### config.mk
export PLATFORM = sky130hd
export DESIGN_NAME = sysex_firmware_block_deframer_top
export DESIGN_NICKNAME = d
export VERILOG_FILES = /design/src/sv/sfbd_pkg.sv /design/src/sv/sysex_firmware_block_deframer_top.sv /design/src/sv/sfbd_ctrl.sv /design/src/sv/sfbd_datapath.sv
export SDC_FILE = /design/constraint.sdc
export NUM_CORES = 1
export LEC_CHECK = 0
export BUFFER_PORTS_ARGS = -buffer_cell sky130_fd_sc_hd__buf_2
export CAP_MARGIN = 20
export CORE_UTILIZATION = 55
export CTS_BUF_LIST = sky130_fd_sc_hd__clkbuf_8
export CTS_CLUSTER_DIAMETER = 120
export CTS_CLUSTER_SIZE = 25
export DETAILED_ROUTE_END_ITERATION = 8
export GPL_ROUTABILITY_DRIVEN = 0
export PLACE_DENSITY = 0.73
export SYNTH_ARGS = -nofsm -noshare
export SYNTH_HDL_FRONTEND = slang
export SYNTH_SLANG_ARGS = --single-unit
export TNS_END_PERCENT = 5
### constraint.sdc
create_clock -name clk -period 15.5 [get_ports clk]
set_clock_uncertainty 0.05 [all_clocks]
set_input_delay 1.55 -clock clk [delete_from_list [all_inputs] [get_ports clk]]
set_output_delay 1.55 -clock clk [all_outputs]
set_load 0.02 [all_outputs]
### src/sv/sfbd_pkg.sv
// Shared types, codes and constants of the firmware frame deframer.
package sfbd_pkg;

  localparam int DATA_BYTES_DEF   = 32;
  localparam int SECTOR_BYTES_DEF = 512;

  localparam logic [7:0]  SOF_BYTE      = 8'hF0;
  localparam logic [7:0]  ID0_BYTE      = 8'h00;
  localparam logic [7:0]  ID1_BYTE      = 8'h7F;
  localparam logic [7:0]  EOF_BYTE      = 8'hF7;
  localparam logic [7:0]  TOP_BIT_MASK  = 8'h80;
  localparam logic [6:0]  SEQ_MAX       = 7'd127;
  localparam logic [6:0]  SEQ_FIRST     = 7'd1;
  localparam logic [15:0] BASE_ADDR_RST = 16'hA000;
  localparam logic [6:0]  PRODUCT_RST   = 7'h21;
  localparam logic [15:0] BLOCK_STRIDE  = 16'd8;

  localparam logic CFG_BASE_ADDRESS = 1'b0;
  localparam logic CFG_PRODUCT_CODE = 1'b1;

  typedef enum logic [1:0] {
    KIND_ERASE   = 2'd0,
    KIND_PROGRAM = 2'd1,
    KIND_DONE    = 2'd2,
    KIND_ERROR   = 2'd3
  } kind_t;

  typedef enum logic [2:0] {
    ERR_LINE     = 3'd0,
    ERR_FRAMING  = 3'd1,
    ERR_IDENTITY = 3'd2,
    ERR_CHECKSUM = 3'd3,
    ERR_SEQUENCE = 3'd4
  } err_t;

  typedef enum logic [2:0] {
    ST_RECV,
    ST_CHECK,
    ST_LOAD,
    ST_ERASE,
    ST_PROG,
    ST_HALT
  } state_t;

  // Commands from the controller to the datapath.
  typedef struct packed {
    logic  take_byte;
    logic  seq_update;
    logic  load_start;
    logic  load_step;
    logic  adv_block;
    logic  emit;
    kind_t kind;
    err_t  code;
    logic  last;
  } cmd_t;

  // Status from the datapath to the controller.
  typedef struct packed {
    logic last_byte;
    logic frame_ok;
    logic id_ok;
    logic csum_ok;
    logic seq_zero;
    logic seq_ok;
    logic sector_start;
    logic block_last;
    logic load_done;
    logic out_free;
  } sts_t;

endpackage

### src/sv/sysex_firmware_block_deframer_top.sv
// Top level of the firmware frame deframer: ports, controller and datapath.
//
// Collects fixed frames of received serial bytes (start, two ID bytes, product,
// sequence, DATA_BYTES data bytes, packed top bits, XOR checksum, end) and turns
// each good frame into flash commands: per eight data bytes an optional sector
// erase (when the running address sits on a SECTOR_BYTES boundary) followed by
// a program command carrying the eight restored bytes. Frame checks run in the
// order framing, identity/product, checksum, sequence; sequence 0 ends the
// download. Any error, a line error on a received word, or end of data halts
// the block until reset; while halted input words are taken and dropped.
// Flow: a received byte is taken while the result register is free. At frame
// end the check state decides the checks, then each block of eight bytes is
// read out (eight registered reads of the data store, a shift of the last
// byte, a hand-over) and followed by an optional erase and a program command,
// each waiting for the result register to drain.
// Writing base_address also restarts the running address there.
module sysex_firmware_block_deframer_top #(
  parameter int DATA_BYTES   = sfbd_pkg::DATA_BYTES_DEF,
  parameter int SECTOR_BYTES = sfbd_pkg::SECTOR_BYTES_DEF
) (
  input  logic        clk,
  input  logic        rst,
  input  logic        s_tvalid,
  output logic        s_tready,
  input  logic [7:0]  s_tdata,   // [7:0] rx_byte
  input  logic        s_tuser,   // [0] line_error
  output logic        m_tvalid,
  input  logic        m_tready,
  output logic [87:0] m_tdata,   // [15:0] flash_address, [79:16] program_data,
                                 // [82:80] error_code, [87:83] zero
  output logic [1:0]  m_tuser,   // [1:0] kind
  output logic        m_tlast,   // last_of_frame
  input  logic        cfg_we,
  input  logic        cfg_index,
  input  logic [15:0] cfg_data
);

  sfbd_pkg::cmd_t cmd;
  sfbd_pkg::sts_t sts;
  logic [15:0]    out_addr;
  logic [63:0]    out_data;
  logic [2:0]     out_code;

  sfbd_ctrl u_ctrl (
    .clk        (clk),
    .rst        (rst),
    .s_tvalid   (s_tvalid),
    .s_tready   (s_tready),
    .line_error (s_tuser),
    .sts        (sts),
    .cmd        (cmd)
  );

  sfbd_datapath #(
    .DATA_BYTES   (DATA_BYTES),
    .SECTOR_BYTES (SECTOR_BYTES)
  ) u_dp (
    .clk       (clk),
    .rst       (rst),
    .rx_byte   (s_tdata),
    .cfg_we    (cfg_we),
    .cfg_index (cfg_index),
    .cfg_data  (cfg_data),
    .cmd       (cmd),
    .sts       (sts),
    .m_tready  (m_tready),
    .m_tvalid  (m_tvalid),
    .out_kind  (m_tuser),
    .out_addr  (out_addr),
    .out_data  (out_data),
    .out_code  (out_code),
    .out_last  (m_tlast)
  );

  // pack result word, first field lowest, padded to whole bytes
  assign m_tdata = {5'b00000, out_code, out_data, out_addr};

endmodule

### src/sv/sfbd_ctrl.sv
// Sequencing state machine of the firmware frame deframer.
module sfbd_ctrl (
  input  logic            clk,
  input  logic            rst,
  input  logic            s_tvalid,
  output logic            s_tready,
  input  logic            line_error,
  input  sfbd_pkg::sts_t  sts,
  output sfbd_pkg::cmd_t  cmd
);

  sfbd_pkg::state_t state;
  sfbd_pkg::state_t state_next;
  logic             in_take;

  always_ff @(posedge clk) begin
    if (rst) begin
      state <= sfbd_pkg::ST_RECV;
    end else begin
      state <= state_next;
    end
  end

  assign s_tready = ((state == sfbd_pkg::ST_RECV) && sts.out_free) ||
                    (state == sfbd_pkg::ST_HALT);
  assign in_take  = s_tvalid && s_tready;

  always_comb begin
    state_next = state;
    cmd        = '0;
    cmd.kind   = sfbd_pkg::KIND_ERROR;
    cmd.code   = sfbd_pkg::ERR_LINE;
    unique case (state)
      sfbd_pkg::ST_RECV: begin
        if (in_take) begin
          if (line_error) begin
            cmd.emit   = 1'b1;
            cmd.last   = 1'b1;
            state_next = sfbd_pkg::ST_HALT;
          end else begin
            cmd.take_byte = 1'b1;
            if (sts.last_byte) begin
              state_next = sfbd_pkg::ST_CHECK;
            end
          end
        end
      end
      sfbd_pkg::ST_CHECK: begin
        if (sts.out_free) begin
          cmd.last = 1'b1;
          priority if (!sts.frame_ok) begin
            cmd.emit   = 1'b1;
            cmd.code   = sfbd_pkg::ERR_FRAMING;
            state_next = sfbd_pkg::ST_HALT;
          end else if (!sts.id_ok) begin
            cmd.emit   = 1'b1;
            cmd.code   = sfbd_pkg::ERR_IDENTITY;
            state_next = sfbd_pkg::ST_HALT;
          end else if (!sts.csum_ok) begin
            cmd.emit   = 1'b1;
            cmd.code   = sfbd_pkg::ERR_CHECKSUM;
            state_next = sfbd_pkg::ST_HALT;
          end else if (sts.seq_zero) begin
            cmd.emit   = 1'b1;
            cmd.kind   = sfbd_pkg::KIND_DONE;
            state_next = sfbd_pkg::ST_HALT;
          end else begin
            cmd.seq_update = 1'b1;
            if (!sts.seq_ok) begin
              cmd.emit   = 1'b1;
              cmd.code   = sfbd_pkg::ERR_SEQUENCE;
              state_next = sfbd_pkg::ST_HALT;
            end else begin
              cmd.last       = 1'b0;
              cmd.load_start = 1'b1;
              state_next     = sfbd_pkg::ST_LOAD;
            end
          end
        end
      end
      sfbd_pkg::ST_LOAD: begin
        cmd.load_step = 1'b1;
        if (sts.load_done) begin
          state_next = sts.sector_start ? sfbd_pkg::ST_ERASE : sfbd_pkg::ST_PROG;
        end
      end
      sfbd_pkg::ST_ERASE: begin
        if (sts.out_free) begin
          cmd.emit   = 1'b1;
          cmd.kind   = sfbd_pkg::KIND_ERASE;
          state_next = sfbd_pkg::ST_PROG;
        end
      end
      sfbd_pkg::ST_PROG: begin
        if (sts.out_free) begin
          cmd.emit      = 1'b1;
          cmd.kind      = sfbd_pkg::KIND_PROGRAM;
          cmd.last      = sts.block_last;
          cmd.adv_block = 1'b1;
          if (sts.block_last) begin
            state_next = sfbd_pkg::ST_RECV;
          end else begin
            cmd.load_start = 1'b1;
            state_next     = sfbd_pkg::ST_LOAD;
          end
        end
      end
      sfbd_pkg::ST_HALT: begin
        // drop every word until reset
      end
      default: begin
        state_next = sfbd_pkg::ST_HALT;
      end
    endcase
  end

  a_emit_free: assert property (@(posedge clk) disable iff (rst)
    cmd.emit |-> sts.out_free)
    else $error("result issued while output register busy");

  a_halt_sticky: assert property (@(posedge clk) disable iff (rst)
    (state == sfbd_pkg::ST_HALT) |=> (state == sfbd_pkg::ST_HALT))
    else $error("left halt without reset");

  a_take_recv: assert property (@(posedge clk) disable iff (rst)
    cmd.take_byte |-> (state == sfbd_pkg::ST_RECV) && s_tvalid && !line_error)
    else $error("byte stored outside collection");

  a_seq_once: assert property (@(posedge clk) disable iff (rst)
    cmd.seq_update |=> !cmd.seq_update)
    else $error("sequence advanced twice for one frame");

endmodule

### src/sv/sfbd_datapath.sv
// Frame store, checks, data restore, address counter and result register.
module sfbd_datapath #(
  parameter int DATA_BYTES   = sfbd_pkg::DATA_BYTES_DEF,
  parameter int SECTOR_BYTES = sfbd_pkg::SECTOR_BYTES_DEF
) (
  input  logic            clk,
  input  logic            rst,
  input  logic [7:0]      rx_byte,
  input  logic            cfg_we,
  input  logic            cfg_index,
  input  logic [15:0]     cfg_data,
  input  sfbd_pkg::cmd_t  cmd,
  output sfbd_pkg::sts_t  sts,
  input  logic            m_tready,
  output logic            m_tvalid,
  output logic [1:0]      out_kind,
  output logic [15:0]     out_addr,
  output logic [63:0]     out_data,
  output logic [2:0]      out_code,
  output logic            out_last
);

  localparam int TOP_BYTES = (DATA_BYTES + 6) / 7;
  localparam int TOP_BITS  = TOP_BYTES * 7;
  localparam int POS_SEQ   = 4;
  localparam int POS_DATA  = 5;
  localparam int POS_TOP   = POS_DATA + DATA_BYTES;
  localparam int POS_CSUM  = POS_TOP + TOP_BYTES;
  localparam int POS_END   = POS_CSUM + 1;
  localparam int FRAME_LEN = POS_END + 1;
  localparam int BLOCKS    = DATA_BYTES / 8;
  localparam int POS_W     = $clog2(FRAME_LEN);
  localparam int DI_W      = $clog2(DATA_BYTES);
  localparam int TB_W      = $clog2(TOP_BITS);
  localparam int BLK_W     = (BLOCKS > 1) ? $clog2(BLOCKS) : 1;

  logic [POS_W-1:0]    pos;
  logic                sof_ok, id0_ok, id1_ok, eof_ok;
  logic [7:0]          prod_byte, seq_byte, csum_byte, csum;
  logic [TOP_BITS-1:0] topbits;
  logic [6:0]          exp_seq;
  logic [6:0]          product_code;
  logic [15:0]         write_address;
  logic [6:0]          seq_next;

  logic [7:0]          mem [DATA_BYTES];
  logic [7:0]          rd_data;
  logic                mem_we;
  logic [DI_W-1:0]     mem_wa;
  logic [DI_W-1:0]     rd_ptr, rd_idx;
  logic                rd_v;
  logic [3:0]          ld_cnt;
  logic                rd_issue;
  logic [7:0]          restored;
  logic [63:0]         prog_word;
  logic [BLK_W-1:0]    blk;

  // collection side
  assign mem_we = cmd.take_byte && (pos >= POS_W'(POS_DATA)) && (pos < POS_W'(POS_TOP));
  assign mem_wa = DI_W'(pos - POS_W'(POS_DATA));

  always_ff @(posedge clk) begin
    if (rst) begin
      pos <= '0;
    end else if (cmd.take_byte) begin
      pos <= (pos == POS_W'(FRAME_LEN - 1)) ? '0 : pos + POS_W'(1);
    end
  end

  always_ff @(posedge clk) begin
    if (cmd.take_byte) begin
      if (pos == '0)                  sof_ok    <= (rx_byte == sfbd_pkg::SOF_BYTE);
      if (pos == POS_W'(1))           id0_ok    <= (rx_byte == sfbd_pkg::ID0_BYTE);
      if (pos == POS_W'(2))           id1_ok    <= (rx_byte == sfbd_pkg::ID1_BYTE);
      if (pos == POS_W'(3))           prod_byte <= rx_byte;
      if (pos == POS_W'(POS_SEQ))     seq_byte  <= rx_byte;
      if (pos == POS_W'(POS_CSUM))    csum_byte <= rx_byte;
      if (pos == POS_W'(POS_END))     eof_ok    <= (rx_byte == sfbd_pkg::EOF_BYTE);
      if (pos == POS_W'(POS_SEQ)) begin
        csum <= rx_byte;
      end else if ((pos > POS_W'(POS_SEQ)) && (pos < POS_W'(POS_CSUM))) begin
        csum <= csum ^ rx_byte;
      end
      for (int i = 0; i < TOP_BYTES; i++) begin
        if (pos == POS_W'(POS_TOP + i)) topbits[i*7 +: 7] <= rx_byte[6:0];
      end
    end
  end

  // data store: one write port for collection, one registered read port
  always_ff @(posedge clk) begin
    if (mem_we) mem[mem_wa] <= rx_byte;
    if (rd_issue) rd_data <= mem[rd_ptr];
  end

  // configuration and running state
  always_ff @(posedge clk) begin
    if (rst) begin
      product_code  <= sfbd_pkg::PRODUCT_RST;
      write_address <= sfbd_pkg::BASE_ADDR_RST;
      exp_seq       <= '0;
    end else begin
      if (cfg_we && (cfg_index == sfbd_pkg::CFG_BASE_ADDRESS)) begin
        write_address <= cfg_data;
      end
      if (cfg_we && (cfg_index == sfbd_pkg::CFG_PRODUCT_CODE)) begin
        product_code <= cfg_data[6:0];
      end
      if (cmd.adv_block) write_address <= write_address + sfbd_pkg::BLOCK_STRIDE;
      if (cmd.seq_update) exp_seq <= seq_next;
    end
  end

  assign seq_next = (exp_seq == sfbd_pkg::SEQ_MAX) ? sfbd_pkg::SEQ_FIRST
                                                   : exp_seq + 7'd1;

  // block assembly: eight registered reads, each byte then shifted into the program word
  assign rd_issue = cmd.load_step && (ld_cnt != 4'd8);
  assign restored = rd_data | (topbits[TB_W'(rd_idx)] ? sfbd_pkg::TOP_BIT_MASK : 8'h00);

  always_ff @(posedge clk) begin
    if (rst) begin
      rd_v   <= 1'b0;
      ld_cnt <= '0;
    end else begin
      rd_v <= rd_issue;
      if (cmd.load_start) begin
        ld_cnt <= '0;
      end else if (rd_issue) begin
        ld_cnt <= ld_cnt + 4'd1;
      end
    end
  end

  always_ff @(posedge clk) begin
    if (cmd.seq_update) begin
      rd_ptr <= '0;
      blk    <= '0;
    end else begin
      if (rd_issue) rd_ptr <= rd_ptr + DI_W'(1);
      if (cmd.adv_block) blk <= blk + BLK_W'(1);
    end
    if (rd_issue) rd_idx <= rd_ptr;
    if (rd_v) prog_word <= {restored, prog_word[63:8]};
  end

  // result register
  always_ff @(posedge clk) begin
    if (rst) begin
      m_tvalid <= 1'b0;
    end else if (cmd.emit) begin
      m_tvalid <= 1'b1;
    end else if (m_tready) begin
      m_tvalid <= 1'b0;
    end
  end

  always_ff @(posedge clk) begin
    if (cmd.emit) begin
      out_kind <= cmd.kind;
      out_last <= cmd.last;
      out_addr <= ((cmd.kind == sfbd_pkg::KIND_ERASE) ||
                   (cmd.kind == sfbd_pkg::KIND_PROGRAM)) ? write_address : 16'h0000;
      out_data <= (cmd.kind == sfbd_pkg::KIND_PROGRAM) ? prog_word : 64'h0;
      out_code <= (cmd.kind == sfbd_pkg::KIND_ERROR) ? cmd.code : 3'd0;
    end
  end

  always_comb begin
    sts.last_byte    = (pos == POS_W'(FRAME_LEN - 1));
    sts.frame_ok     = sof_ok && eof_ok;
    sts.id_ok        = id0_ok && id1_ok && (prod_byte == {1'b0, product_code});
    sts.csum_ok      = (csum == csum_byte);
    sts.seq_zero     = (seq_byte == 8'h00);
    sts.seq_ok       = (seq_byte == {1'b0, seq_next});
    sts.sector_start = ((write_address & 16'(SECTOR_BYTES - 1)) == 16'h0000);
    sts.block_last   = (blk == BLK_W'(BLOCKS - 1));
    sts.load_done    = (ld_cnt == 4'd8) && !rd_v;
    sts.out_free     = !m_tvalid || m_tready;
  end

endmodule

==> impl_metrics.ini, run 1 <==
[outcome]
status = completed

[logic_synthesis]
ys_seq_elements = 539
synth_area_leaders = edfxtp_1 (69%), mux4_2 (9.4%), dfxtp_1 (4.9%), and2_1 (2.4%), nor2_1 (1.5%)
synth_area_leader_cell = edfxtp_1
ys_warn_count = 0
ys_seq_area_share_pct = 73.8
avgSynthCellArea_um2 = 17.4
synthArstFlopShare_pct = 0
synth-edff-count = 487
synth_top_area_share_pct = 68.9
synth_area_mm2 = 0.0212
ys.flop_type = edfxtp_1
syn_inst = 1222
synth_cell_types = 74

[route]
via_per_inst = 5.87
drt-initial-drc-count = 1028
vias = 10900
ant_nets = 0
drc = 0
wl_per_cell_um = 22.0
dr.pass1.iters = 5
drt-total-wl_um = 40900

[sta]
worst_pin_slew_ns = 1.05
setup_tns_ns = 0
finalHoldViolations = 0
timing.final.ws_setup_ns = 11.24
fmax_ghz = 0.235
worst_hold_slack_ns = 0.387
min_period_over_period_pct = 27.5
setup_viol = 0
slew_headroom_pct = 30.2
period_needed_ns = 4.26
rsz0062_at_grt = false
finalMaxSlewViolations = 0

[pwr]
switchingPower_uw = 1050
switching_share_pct = 31.0
intPower_uw = 2330
seqPwrFrac_pct = 56.0
pwr-share-clk_pct = 16.5
cellLeakagePower_uw = 0.00751
ir_worst_vdd_uv = 124
p_comb_share_pct = 27.5
p_per_area_mw_per_mm2 = 148

[setup_path]
path_cells = ha_1 > nand3_1 > nor2_1 > a2111oi_0 > nor4_1 > nor2_2 > o21ai_4 > buf_4
max_stage_delay_ns = 0.72
crit_arrival_ns = 4.48
crit_family = simple AND/OR/NAND/NOR gates
setup.worst_path.class = reg2reg
required_ns = 15.71
crit_slowest_cell = buf_4
worst-path-max-fanout = 59
cp_num_buf_inv = 1
end_kind = flip-flop
start_kind = flip-flop

[floorplanning]
dieArea_mm2 = 0.0394
die_h_um = 198
core-area_mm2 = 0.0378
die_width_um = 198
initial_core_util_pct = 56.1
placementRows = 71
io_pins = 124

[placed_design]
preCtsSetupSlack_ns = 10.92
dp_hpwl_um = 25700
port_buffers = 118
place_inst = 1812

[clock_network]
ctsResizeCount = 0
clock-sinks = 539
cts_setup_buffers = 0
cts_tree = built
clkTransAtPathRegs_ns = 0.14
hold_buffers = 0
root_buffer = clkbuf_8
cts-htree-levels = 1
cts_inserted_buffers = 25
insertion_delay_ns = 0.63
clockBufferDepth = 3

[cells_and_area]
drive_above_1_share_pct = 20.7
layoutNonFillerInstCount = 1860
area_growth_pct = 7.33
nets = 1374
num_antenna_cells = 0

[global_routing]
grt_max_degree = 73
grt_antenna_before_repair = 0
grt_usage_pct = 21.0
grt_pass1_wl_um = 62000
grt.overflow.total = 0
grt_pass1_vias = 10600

[hold_path]
hp-class = reg2reg

[flow_run]
max_cap_violations = 0
-- state kept, by name (all words and copies together) (netlist names), 16 cells and up --
name                cells
u_dp.out_addr          16
u_dp.out_data          64
u_dp.topbits           32
u_dp.mem              256
u_dp.write_address     16
u_dp.prog_word         64
-- stage by stage --
stage	util, %	cell area [µm²]	power (µW)
after global routing	60.2	22800	3520
after floorplan	-	21200	2590
after global placement	59.0	22300	2850
after detailed placement	59.0	22300	2860
final	60.2	22800	3370
after CTS	60.2	22800	3400
-- layout by cell type, fill, tap and decap left out, types with 9 or more instances in the layout --
| master | instances |
|---|---|
| a211oi_1 | 11 |
| a21oi_1 | 34 |
| and2_1 | 83 |
| and3_1 | 9 |
| buf_2 | 118 |
| buf_4 | 15 |
| clkbuf_8 | 25 |
| dfxtp_1 | 49 |
| edfxtp_1 | 487 |
| ha_1 | 13 |
| inv_1 | 30 |
| mux4_2 | 89 |
| nand2_1 | 58 |
| nand3_1 | 26 |
| nand4_1 | 10 |
| nor2_1 | 86 |
| nor3_1 | 17 |
| nor4_1 | 12 |
| o21ai_0 | 17 |
| xnor2_1 | 24 |
| xor2_1 | 15 |
-- cells by family (layout without fill, tap and decap cells) --
kind of cell | count (synthesis) | count (layout) | synth area share [%]
compound gates | 110 | 110 | 3.47
xor+xnor | 40 | 40 | 1.72
fa+ha+maj | 13 | 13 | 0.766
buf+inv | 70 | 193 | 1.49
flops | 539 | 539 | 73.8
mux | 103 | 103 | 10.2
other cells | 1 | 5 | 0.0177
simple gates | 346 | 346 | 8.59
-- path summary, 6_finish.rpt --
check	depth (start not counted)	end	startpoint	slack, ns
worst max-delay path	8	u_dp.out_data[15]$_SDFFCE_PN0P_	u_dp.exp_seq[0]$_SDFFE_PP0P_	11.24
worst min-delay path	0	u_dp.prog_word[58]$_DFFE_PP_	u_dp.rd_data[2]$_DFFE_PP_	0.39
worst max register to register	8	u_dp.out_data[15]$_SDFFCE_PN0P_	u_dp.exp_seq[0]$_SDFFE_PP0P_	11.24
worst min register to register	0	u_dp.prog_word[58]$_DFFE_PP_	u_dp.rd_data[2]$_DFFE_PP_	0.39
-- Yosys cell counts, types with 3 or more instances --
cell         n
edfxtp_1   487
buf_4        6
and3_1       9
buf_1        5
dfxtp_1     52
nand2_2      3
nand3_1     26
and4b_1      3
inv_1       11
a31oi_1      4
buf_2       12
nand4_1     10
nor4_1      12
a21oi_1     34
a221oi_1     4
o32ai_1      3
mux2i_1      6
and2_1      83
o21a_1       3
xor2_1      15
nor2_1      86
ha_1        13
or3_1        6
nor3_1      17
o211ai_1     3
nor3b_1      5
nor2b_1      4
mux2_2       8
a211oi_1    11
xnor2_1     24
o31ai_1      3
a2111oi_0    3
o21ai_0     18
mux4_2      89
clkbuf_1    32
nand2_1     58
a211o_1      3
nand2b_1     6
-- power groups by stage --
stage	combinational (µW)	sequential [µW]	clock, µW
after floorplan	514	2070	0
after global placement	926	1920	0
after detailed placement	935	1930	0
after CTS	937	1890	569
after global routing	997	1910	611
final	927	1890	555
-- routing by layer --
| layer | vias up | wire length, µm | GRT usage, % |
|---|---|---|---|
| met4 | 0 | 957 | 5.33 |
| met5 | - | 0 | 0 |
| met2 | 473 | 19700 | 33.8 |
| met3 | 49 | 2950 | 3.27 |
| li1 | 4950 | - | - |
| met1 | 5448 | 17400 | 30.4 |
-- worst reg2reg max path, cell delays in order (launching register included) --
cell and delay (ns):
dfxtp_1 0.48, ha_1 0.25, nand3_1 0.36, nor2_1 0.34, a2111oi_0 0.10, nor4_1 0.59, nor2_2 0.24, o21ai_4 0.71
buf_4 0.73
-- final cells by class --
type	instances	area, µm²
clock buffers	25	344
clock inverters	21	95.1
fillers	2797	15100
inverters	13	48.8
multi-input cells	617	5270
flip-flops and latches	539	15700
well taps	511	639
repair buffers	134	711
Note: power is estimated with default switching activity, not from simulation.
==> run 2, diff against run 1 <==
- clock period: 15.5 -> 4.3 ns (I/O delays scaled with it)
==> impl_metrics.ini, run 2 (synthesis gave the netlist of run 1 again) <==
[outcome]
status = completed

[sta]
period_needed_ns = 3.40
min_period_over_period_pct = 79.1
rsz0062_at_grt = false
worst_pin_slew_ns = 1.01
setup_tns_ns = 0
setup_viol = 0
slew_headroom_pct = 32.5
fmax_ghz = 0.294
finalMaxSlewViolations = 0
worst_hold_slack_ns = 0.0464
finalHoldViolations = 0

[route]
vias = 10900
ant_nets = 0
wl_per_cell_um = 21.4
dr.pass1.iters = 5
drt-total-wl_um = 40100
via_per_inst = 5.80
drt-initial-drc-count = 981
drc = 0

[clock_network]
insertion_delay_ns = 0.63
clock-sinks = 539
root_buffer = clkbuf_8
cts_setup_buffers = 0
clkTransAtPathRegs_ns = 0.15
clockBufferDepth = 3
cts_tree = built
cts-htree-levels = 1
cts_inserted_buffers = 25

[pwr]
ir_worst_vdd_uv = 403
cellLeakagePower_uw = 0.00757
p_per_area_mw_per_mm2 = 531

[cells_and_area]
area_growth_pct = 8.02
final_cell_mix = edfxtp_1 (487), buf_2 (119), mux4_2 (89)
largest_register_ffs = 256
fillers = 2786
reg_top3 = u_dp.mem x256, u_dp.out_data x64, u_dp.prog_word x64
nets = 1385
top_register = u_dp.mem
drive_above_1_share_pct = 20.5
final_common_cell = edfxtp_1

[global_routing]
grt.overflow.total = 0
grt_max_degree = 87
grt_usage_pct = 20.7
grt_pass1_wl_um = 61900
grt_antenna_before_repair = 0
grt_pass1_vias = 10600

[setup_path]
setup.worst_path.class = reg2reg
crit_arrival_ns = 3.63
r2r.worst_path.cells = 8
worst-path-max-fanout = 86
required_ns = 4.53
rr_endpoint = u_dp.out_data[49]$_SDFFCE_PN0P_
r2r_slack_ns = 0.90
r2r-start = u_dp.exp_seq[0]$_SDFFE_PP0P_
start_kind = flip-flop
end_kind = flip-flop

[flow_run]
max_cap_violations = 0

[floorplanning]
die_h_um = 198
core-area_mm2 = 0.0378
dieArea_mm2 = 0.0394
die_width_um = 198
initial_core_util_pct = 56.1
io_pins = 124
placementRows = 71

[placed_design]
dp_hpwl_um = 25900
port_buffers = 118

[hold_path]
hp-class = in2reg
min_to = u_dp.write_address[10]$_SDFFE_PP0P_
hold_start = cfg_data[10]
hold-path-cell-count = 3
## run 2: changes by cell type in the layout (fill, tap and decap cells not counted), sizes merged
cell	delta
dlygate4sd3	+11
buf	+1
clkbuf	-1
diode	+1
## run 2: final cells by class
| class | count | area [µm²] | area share [%] |
|---|---|---|---|
| inverters | 13 | 48.8 | 0.213 |
| diodes | 1 | 2.50 | 0.0109 |
| multi-input cells | 617 | 5270 | 23.0 |
| well taps | 511 | 639 | 2.79 |
| flip-flops and latches | 539 | 15700 | 68.3 |
| repair buffers | 145 | 856 | 3.73 |
| clock buffers | 25 | 344 | 1.50 |
| clock inverters | 21 | 95.1 | 0.415 |
## run 2: metrics by stage
| step | std cells | instance area [µm²] | util [%] | power (µW) | setup slack (ns) |
|---|---|---|---|---|---|
| 4_1_cts | 1870 | 22900 | 60.6 | 12300 | 0.849 |
| 2_1_floorplan | 1226 | 21300 | - | 9220 | 0.598 |
| 3_3_place_gp | 1813 | 22400 | 59.1 | 10300 | 1.04 |
| 6_report | 1872 | 22900 | 60.6 | 12200 | 0.899 |
| 3_5_place_dp | 1813 | 22400 | 59.1 | 10300 | 0.900 |
| 5_1_grt | 1871 | 22900 | 60.6 | 12700 | 0.514 |
## run 2: what timing repair did
action / CTS / global route
endpoints found under the hold margin: 15 / 0
endpoints found under the setup margin: 0 / 0
hold buffers: 11 / 0
gates resized for setup: 0 / 0
## run 2: worst max path at each step
stage / startpoint / endpoint / slack (ns) / depth (start not counted)
final: u_dp.exp_seq[0]$_SDFFE_PP0P_ / u_dp.out_data[49]$_SDFFCE_PN0P_ / 0.90 / 8
after global placement: u_dp.exp_seq[0]$_SDFFE_PP0P_ / u_dp.out_data[54]$_SDFFCE_PN0P_ / 1.04 / 8
after floorplan: u_dp.exp_seq[0]$_SDFFE_PP0P_ / u_dp.out_addr[0]$_SDFFCE_PN0P_ / 0.60 / 8
after global routing: u_dp.exp_seq[0]$_SDFFE_PP0P_ / u_dp.out_data[57]$_SDFFCE_PN0P_ / 0.51 / 8
after CTS: u_dp.exp_seq[0]$_SDFFE_PP0P_ / u_dp.out_data[57]$_SDFFCE_PN0P_ / 0.85 / 8
after detailed placement: u_dp.exp_seq[0]$_SDFFE_PP0P_ / u_dp.out_data[62]$_SDFFCE_PN0P_ / 0.90 / 8
## run 2: where the power goes
| part | internal [µW] | switching (µW) | total (µW) |
|---|---|---|---|
| combinational | 1390 | 1910 | 3300 |
| clock | 562 | 1450 | 2010 |
| sequential | 6480 | 391 | 6870 |
## run 2: critical path, stage by stage, from the launching register on
cell       delay (ns)
dfxtp_1          0.47
ha_1             0.26
nand3_1          0.36
nor2_1           0.35
a2111oi_0        0.12
nor4_1           0.57
nor2_2           0.22
o21ai_4          0.20
buf_12           0.36
## run 2: layer usage
metal,wire length [µm],global-route usage [%]
met5,0,0
met4,732,4.07
met3,2200,2.05
met2,19500,34.2
met1,17600,30.5
==> run 3, diff against run 2 <==
- clock period: 4.3 -> 3.6 ns (I/O delays scaled with it)
==> impl_metrics.ini, run 3 (synthesis gave the netlist of run 1 again) <==
[cells_and_area]
top_register = u_dp.mem
reg_top3 = u_dp.mem x256, u_dp.out_data x64, u_dp.prog_word x64
nets = 1419
layoutNonFillerInstCount = 1907
fin_area_mm2 = 0.0232
largest_register_ffs = 256
final_cell_mix = edfxtp_1 (487), buf_2 (118), mux4_2 (89)
drive_above_1_share_pct = 22.0
final_common_cell = edfxtp_1
utilization_pct = 61.4
area_growth_pct = 9.38
fillers = 2742

[setup_path]
start_kind = flip-flop
r2r_slack_ns = 0.45
startpoint = u_dp.exp_seq[0]$_SDFFE_PP0P_
crit_arrival_ns = 3.40
worst-path-max-fanout = 86
end_kind = flip-flop
required_ns = 3.85
r2r-start = u_dp.exp_seq[0]$_SDFFE_PP0P_
setup.worst_path.class = reg2reg

[floorplanning]
placementRows = 71
die_width_um = 198
initial_core_util_pct = 56.1
dieArea_mm2 = 0.0394
die_h_um = 198
io_pins = 124
core-area_mm2 = 0.0378

[route]
dr.pass1.iters = 5
drt-total-wl_um = 40900
ant_nets = 0
drt-initial-drc-count = 1052
via_per_inst = 5.79
wl_per_cell_um = 21.5
drc = 0
vias = 11000

[flow_run]
max_cap_violations = 0

[global_routing]
grt_usage_pct = 21.0
grt_pass1_vias = 10800
grt_max_degree = 87
grt.overflow.total = 0
grt_pass1_wl_um = 62000
grt_antenna_before_repair = 0

[sta]
finalHoldViolations = 0
timing.final.ws_setup_ns = 0.454
slew_headroom_pct = 28.7
worst_pin_slew_ns = 1.07
min_period_over_period_pct = 87.4
fmax_ghz = 0.318
setup_tns_ns = 0
finalMaxSlewViolations = 0
period_needed_ns = 3.15
rsz0062_at_grt = false
setup_viol = 0

[hold_path]
hold_start = cfg_data[15]
hp-class = in2reg

[clock_network]
cts_inserted_buffers = 25
root_buffer = clkbuf_8
insertion_delay_ns = 0.65
clkTransAtPathRegs_ns = 0.15
cts-htree-levels = 1
clockBufferDepth = 3
ctsResizeCount = 0
clock-sinks = 539
cts_tree = built

[placed_design]
dp_hpwl_um = 26600
place_inst = 1840
port_buffers = 118
place_area_mm2 = 0.0226
preCtsSetupSlack_ns = 0.450

[pwr]
ir_worst_vdd_uv = 575
cellLeakagePower_uw = 0.00774
p_per_area_mw_per_mm2 = 630

[outcome]
status = completed
==> run 3: path summary, 6_finish.rpt <==
check,end,cells after the start
hold / removal,u_dp.write_address[15]$_SDFFE_PP1P_,4
setup reg to reg,u_dp.out_data[63]$_SDFFCE_PN0P_,8
setup / recovery,u_dp.out_data[63]$_SDFFCE_PN0P_,8
hold reg to reg,u_dp.prog_word[59]$_DFFE_PP_,0
==> run 3: metrics by stage <==
| step | power (µW) | hold slack [ns] |
|---|---|---|
| floorplan | 11000 | 0.350 |
| global placement | 12300 | 0.354 |
| detailed placement | 12400 | 0.365 |
| CTS | 14700 | 0.0124 |
| global route | 15300 | 0.0314 |
| finish | 14600 | 0.0789 |
==> run 3: area by class of cell <==
class                   count  area, µm²  share of cell area [%]
repair buffers            179       1130                    4.88
well taps                 511        639                    2.75
clock buffers              25        344                    1.48
multi-input cells         617       5280                    22.7
inverters                  13       48.8                   0.210
diodes                      2       5.00                  0.0216
clock inverters            21       95.1                   0.410
flip-flops and latches    539      15700                    67.5
==> run 3: where the power goes <==
group	internal, µW	switching (µW)	leakage (µW)
Combinational	1690	2390	0.00257
Sequential	7740	414	0.00488
Clock	673	1730	0.000288
Total	10100	4530	0.00774
==> run 3: timing repair <==
item,4_1_cts,5_1_grt
endpoints found under the hold margin,22,0
setup buffers,0,0
hold buffers,19,0
==> run 3: worst max-delay path: stages, from the launching register on <==
cell and delay [ns]:
dfxtp_1 0.47, ha_1 0.25, nand3_1 0.37, o211ai_1 0.29
and4b_1 0.23, nor4_2 0.34, nor2_2 0.18, o21ai_4 0.20
buf_12 0.39
==> run 3: routing by layer <==
layer | wire [µm] | vias up | track usage (%)
met5 | 0 | - | 0
met4 | 1410 | 0 | 7.04
met3 | 2600 | 71 | 2.93
met2 | 19100 | 420 | 33.4
met1 | 17900 | 5517 | 30.3
li1 | - | 5038 | -
